==> src/hw/rtl/fir_rh_pkg.sv <==
// Shared constants, state encoding and control types for the ring-history FIR filter.
package fir_rh_pkg;

  localparam int unsigned MAX_TAPS_DEF     = 256;
  localparam int unsigned SAMPLE_WIDTH_DEF = 16;
  localparam int unsigned COEF_WIDTH_DEF   = 16;

  // Width of the wrapping accumulator for the sum of products.
  localparam int unsigned ACC_WIDTH = 40;

  // Operation codes carried by the op field of an input word.
  localparam logic OP_FILTER = 1'b0;
  localparam logic OP_COEF   = 1'b1;

  typedef enum logic [2:0] {
    ST_CLEAR,
    ST_IDLE,
    ST_MAC,
    ST_DRAIN,
    ST_ROUND
  } fir_rh_state_e;

  // Control handed from the sequencer to the multiply-accumulate datapath.
  typedef struct packed {
    logic start;
    logic issue;
    logic first;
  } fir_rh_mac_ctrl_t;

endpackage

==> src/hw/rtl/fir_rh_mac.sv <==
// Multiply-accumulate datapath with rounding and saturation of the final sum.
module fir_rh_mac
  import fir_rh_pkg::*;
#(
  parameter int unsigned SAMPLE_WIDTH = SAMPLE_WIDTH_DEF,
  parameter int unsigned COEF_WIDTH   = COEF_WIDTH_DEF
) (
  input  logic                           clk_i,
  input  logic                           rst_ni,
  input  fir_rh_mac_ctrl_t               ctrl_i,
  input  logic signed [SAMPLE_WIDTH-1:0] x_now_i,
  input  logic signed [SAMPLE_WIDTH-1:0] hist_i,
  input  logic signed [COEF_WIDTH-1:0]   coef_i,
  output logic                           busy_o,
  output logic signed [SAMPLE_WIDTH-1:0] result_o
);

  localparam int unsigned PW    = SAMPLE_WIDTH + COEF_WIDTH;
  localparam int unsigned EXT_W = (PW > ACC_WIDTH) ? PW : ACC_WIDTH;
  localparam int unsigned RW    = ACC_WIDTH + 1;

  localparam logic signed [RW-1:0] RND    = RW'(1) <<< (COEF_WIDTH - 2);
  localparam logic signed [RW-1:0] SAT_HI =
    {{(RW - SAMPLE_WIDTH + 1){1'b0}}, {(SAMPLE_WIDTH - 1){1'b1}}};
  localparam logic signed [RW-1:0] SAT_LO = ~SAT_HI;

  logic                           s1_valid_q, s1_first_q, s2_valid_q;
  logic signed [SAMPLE_WIDTH-1:0] x_sel;
  logic signed [PW-1:0]           prod_d, prod_q;
  logic signed [EXT_W-1:0]        prod_ext;
  logic signed [ACC_WIDTH-1:0]    acc_d, acc_q;
  logic signed [RW-1:0]           sum_rnd, sum_shr;

  // The newest sample is not yet in the history, so tap zero takes it directly.
  assign x_sel    = s1_first_q ? x_now_i : hist_i;
  assign prod_d   = x_sel * coef_i;
  assign prod_ext = EXT_W'(prod_q);

  always_comb begin
    acc_d = acc_q;
    if (ctrl_i.start) begin
      acc_d = '0;
    end else if (s2_valid_q) begin
      acc_d = acc_q + prod_ext[ACC_WIDTH-1:0];
    end
  end

  always_ff @(posedge clk_i or negedge rst_ni) begin
    if (!rst_ni) begin
      s1_valid_q <= 1'b0;
      s1_first_q <= 1'b0;
      s2_valid_q <= 1'b0;
    end else begin
      s1_valid_q <= ctrl_i.issue;
      s1_first_q <= ctrl_i.first;
      s2_valid_q <= s1_valid_q;
    end
  end

  always_ff @(posedge clk_i) begin
    prod_q <= prod_d;
    acc_q  <= acc_d;
  end

  // Round half up to the output format, then clamp to the sample range.
  assign sum_rnd = RW'(acc_q) + RND;
  assign sum_shr = sum_rnd >>> (COEF_WIDTH - 1);

  always_comb begin
    if (sum_shr > SAT_HI) begin
      result_o = SAT_HI[SAMPLE_WIDTH-1:0];
    end else if (sum_shr < SAT_LO) begin
      result_o = SAT_LO[SAMPLE_WIDTH-1:0];
    end else begin
      result_o = sum_shr[SAMPLE_WIDTH-1:0];
    end
  end

  assign busy_o = s1_valid_q | s2_valid_q;

endmodule

==> config.mk <==
export PLATFORM = sky130hd
export DESIGN_NAME = fir_rh_mac
export DESIGN_NICKNAME = d
export VERILOG_FILES = /design/src/hw/rtl/fir_rh_pkg.sv /design/src/hw/rtl/fir_rh_mac.sv
export SDC_FILE = /design/constraint.sdc
export NUM_CORES = 1
export LEC_CHECK = 0
export BUFFER_PORTS_ARGS = -buffer_cell sky130_fd_sc_hd__buf_2
export CAP_MARGIN = 10
export CORE_UTILIZATION = 43
export DETAILED_ROUTE_END_ITERATION = 7
export SETUP_SLACK_MARGIN = 0.1
export SYNTH_ARGS = -nofsm -noshare
export SYNTH_HDL_FRONTEND = slang
export SYNTH_SLANG_ARGS = --single-unit
==> constraint.sdc <==
create_clock -name clk_i -period 13.13 [get_ports clk_i]
set_clock_uncertainty 0.1 [all_clocks]
set_input_delay 0.6565 -clock clk_i [delete_from_list [all_inputs] [get_ports clk_i]]
set_output_delay 0.6565 -clock clk_i [all_outputs]
set_load 0.05 [all_outputs]
# Word-level counts from Yosys, hierarchy flattened

Cells that the tools add are included.
W data, S select, Z words.

Input bits: 53
Output and inout bits: 17
Register bits: 75

$mul: 1
$lt $le $gt $ge: 2
Muxes and demuxes: 3
$add $sub $neg: 2
Bitwise gates (word level): 1

Operator list:

| cell                     | count |
|---|---|
| $mux W16                 | 3 |
| $add A40 B16 Y41 const B | 1 |
| $add A40 B40 Y40         | 1 |
| $mul A16 B16 Y32         | 1 |
| $gt A26 B16 Y1 const B   | 1 |
| $lt A26 B16 Y1 const B   | 1 |
| $or A1 B1 Y1             | 1 |

# Longest topological paths before layout

Depth after elaboration: 4
Depth in mapped cells: 27

# Worst setup path before layout

No wires, ideal clock.

Path kind: reg-to-reg
Start: register s1_first_q
End: register prod_q[30]
Clock period less this slack: 7.330 ns
Setup time: 0.122 ns
Setup slack: 5.800 ns
Path buffers: 3
Required time: 12.908 ns
Stages on the path, launching flop included: 23
Arrival: 7.108 ns
Path through: dfrtp_1 > clkbuf_1 > clkbuf_1 > mux2_2 > clkbuf_1 > and2_1 > fa_1 > inv_1 > fa_1 > inv_1 > fa_1 > fa_1 > fa_1 > inv_1 > fa_1 > inv_1 > ha_1 > a21o_1 > a21o_1 > a21o_1 > a221oi_1 > o22ai_1 > a311o_1

Cells in the longest elaborated chain, start to end: 2

Ends and longest elaborated chain:

| element                  | line             | source |
|---|---|---|
| start: declaration       | fir_rh_mac.sv:27 | `logic s1_valid_q, s1_first_q, s2_valid_q;` |
| start signal: assignment | fir_rh_mac.sv:55 | `s1_first_q <= ctrl_i.first;` |
| $mux W16                 | fir_rh_mac.sv:35 | `assign x_sel = s1_first_q ? x_now_i : hist_i;` |
| $mul A16 B16 Y32         | fir_rh_mac.sv:36 | `assign prod_d = x_sel * coef_i;` |
| net prod_d[30]           | fir_rh_mac.sv:29 | `logic signed [PW-1:0] prod_d, prod_q;` |
| end signal: assignment   | fir_rh_mac.sv:61 | `prod_q <= prod_d;` |
| end: declaration         | fir_rh_mac.sv:29 |  |

The timed path passes the listed nets, and every way through them passes these cells.
A chain may end at the register's enable or synchronous reset.

# Worst setup path in the final report

Same ends and word-level chain as after synthesis.

==> flow_metrics.py <==
metrics = {
    "cells_and_area": {
        "areaGrowthSynthToFinish_pct": 6.51,
        "multiInputGateArea_mm2": 0.0119,
        "drive_gt1_share_pct": 8.29,
        "nFillCells": 3367,
        "antennaDiodeCount": 0,
        "seq_area_mm2": 0.00152,
        "finish.utilization_pct": 46.5,
        "final_nets": 2158,
    },
    "synthesis": {
        "synth.cell_area_mm2": 0.0150,
        "syn-instance-count": 1693,
        "synth_seq_cells": 75,
        "syn_nets": 2131,
        "ys_seq_area_share_pct": 10.1,
        "yosys.area.top_type": "fa_1",
        "ys.flop_type": "dfxtp_1",
        "synth_edf_count": 0,
        "ys_top_cells_by_count": "357 x inv_1, 263 x fa_1, 153 x nand2_1",
        "synth_area_per_cell_um2": 8.89,
        "yosys_warnings": 0,
        "synth_area_leaders": "fa_1 35%, ha_1 10%, dfxtp_1 9.6%",
        "async_reset_ff_share_pct": 4.00,
        "yosysMostFrequentCell": "inv_1",
        "synth_top_cell_area_share_pct": 35.0,
        "ys_types": 77,
    },
    "critical_path": {
        "cp.required_ps": 13250,
        "start_kind": "register",
        "path_cells": "mux2_2 -> and2_1 -> fa_1 -> inv_1 -> fa_1 -> inv_1 -> fa_1 -> fa_1 -> fa_1 -> inv_1 -> fa_1 -> inv_1 -> ha_1 -> a21o_1 -> a21o_1 -> a21o_1 -> a221oi_1 -> o22ai_1 -> a311o_1",
        "rr_worst_depth": 19,
        "r2r_start": "s1_first_q",
        "critPathSlowestCell": "dfrtp_1",
        "critPathMaxFanout": 16,
        "arrival_ps": 7690,
        "rrSetupSlack_ps": 5560,
        "critPathMaxStageDelay_ps": 910,
        "critPathBufInv": 4,
        "reg2reg_to": "prod_q[30]",
        "critPathMostFrequentCell": "fa_1",
        "criticalPathCategory": "register to register",
        "worstSetupEndpointType": "register",
        "crit_family": "adder cells",
    },
    "global_route": {
        "grt_pass1_vias": 11600,
        "grt_antenna_before_repair": 1,
        "grt_pass1_wl_mm": 58.8,
        "overflow": 0,
        "gr-usage-all-layers_pct": 20.3,
        "grt_max_degree": 50,
    },
    "die": {
        "core-area_mm2": 0.0345,
        "chipHeight_um": 189,
        "initial_core_util_pct": 43.7,
        "ios": 70,
        "die_w_um": 189,
        "fp-row-count": 68,
        "die_area_mm2": 0.0357,
    },
    "timing": {
        "rsz0062_at_grt": "false",
        "finalSetupViolCount": 0,
        "tns_ps": 0,
        "slew_headroom_pct": 38.8,
        "hold_viol": 0,
        "timing.fmax_mhz": 132,
        "layout_min_cycle_time_ps": 7570,
        "setup_slack_ps": 5560,
        "slew_viol_final": 0,
        "period_share_pct": 57.7,
        "hold_ws_ps": 31.3,
        "tightest_slew_ps": 917,
    },
    "place": {
        "io_buffers": 69,
        "hpwl_mm": 28.2,
        "pre_cts_ws_ps": 5490,
        "globalplace.congestion": 0.851,
    },
    "clock_tree": {
        "htreeDepth": 3,
        "cts_tree": "yes",
        "post_cts_buffers": 0,
        "clock_tree.buffer_depth": 2,
        "cts-resized-gates": 0,
        "cts.sink_count": 75,
        "clk_pin_slew_worst_paths_ps": 60,
        "postCtsHoldBufs": 0,
        "cts_buffers": 9,
        "clock_latency_ps": 340,
        "ctsRootBufferMaster": "clkbuf_16",
    },
    "detailed_routing": {
        "antenna_left": 0,
        "drt-pass1-iter-count": 6,
        "via_per_inst": 5.07,
        "drc": 0,
        "post_drt_wl_per_cell_um": 15.7,
        "routed_wl_mm": 34.1,
        "first_iter_violations": 483,
        "vias": 11000,
    },
    "flow_run": {
        "drv_cap": 0,
    },
    "worst_hold_path": {
        "hold_path.class": "primary input to async pin",
    },
    "status": {
        "status": "finished, final reports clean",
    },
}
==> metrics by stage <==
| step | cells | area, µm² |
|---|---|---|
| 6_report | 2179 | 16000 |
| 3_5_place_dp | 2164 | 15700 |
| 4_1_cts | 2179 | 16000 |
| 3_3_place_gp | 2164 | 15700 |
| 2_1_floorplan | 1693 | 15000 |
| 5_1_grt | 2179 | 16000 |
==> flip-flops by register name, summed over array words and instances, names as in the netlist <==
signal	count
s1_first_q	1
acc_q	40
s2_valid_q	1
prod_q	32
s1_valid_q	1
==> worst reg2reg max path, cell delays in order, from the launching register on <==
cell      delay (ps)
dfrtp_1          910
mux2_2           530
and2_1           220
fa_1             530
inv_1            140
fa_1             610
inv_1            220
fa_1             610
fa_1             440
fa_1             540
inv_1             50
fa_1             520
inv_1             40
ha_1             340
a21o_1           180
a21o_1           210
a21o_1           180
a221oi_1         470
o22ai_1          220
a311o_1          400
==> how the worst max path moves through the flow <==
stage               cells past startpoint  slack [ps]          to  startpoint
floorplan                              22        5800  prod_q[30]  s1_first_q
finish                                 19        5560  prod_q[30]  s1_first_q
global placement                       19        5610  prod_q[30]  s1_first_q
detailed placement                     19        5490  prod_q[30]  s1_first_q
CTS                                    19        5500  prod_q[30]  s1_first_q
global route                           19        5060  prod_q[30]  s1_first_q
==> metal layers <==
metal / share of wire, % / global-route usage (%) / up-vias
li1: - / - / 5371
met1: 49 / 29.1 / 5437
met2: 46 / 33.1 / 206
met3: 4.1 / 2.30 / 31
met4: 0.96 / 4.09 / 2
met5: 0.026 / 0 / -
==> cell usage in the layout, fill, tap and decap left out, types with 16 or more instances in the layout <==
master   netlist  final
a21o_1        40     40
a21oi_1       62     62
and2_1       116    116
buf_2          0     69
dfxtp_1       72     72
fa_1         263    263
ha_1         122    122
inv_1        357    357
mux2_2        16     16
mux2i_1       26     26
nand2_1      153    153
nand3_1       18     18
nand4_1       17     17
nor2_1        79     79
o21ai_0       31     31
xnor2_1       50     50
xor2_1        33     33
==> area by class of cell <==
class                           instances  area share (%)
Multi-Input combinational cell       1205            74.6
Sequential cell                        75            9.47
Inverter                              358            8.39
Tap cell                              455            3.55
Timing Repair Buffer                   71            2.25
Clock buffer                           10            1.43
Clock inverter                          5           0.344
==> cell families after synthesis <==
group / after synthesis / synth area share (%)
AOI/OAI and AO/OA: 234 / 11.0
buffers and inverters: 413 / 10.5
and+or+nand+nor: 461 / 15.5
adders and majority gates: 385 / 45.1
muxes: 42 / 2.93
xor gates and xnor gates: 83 / 4.83
DFF: 75 / 10.1
Power is left out: the tool's default activity adds up to more than one toggle a clock period on the data nets, which glitch-free logic cannot reach.
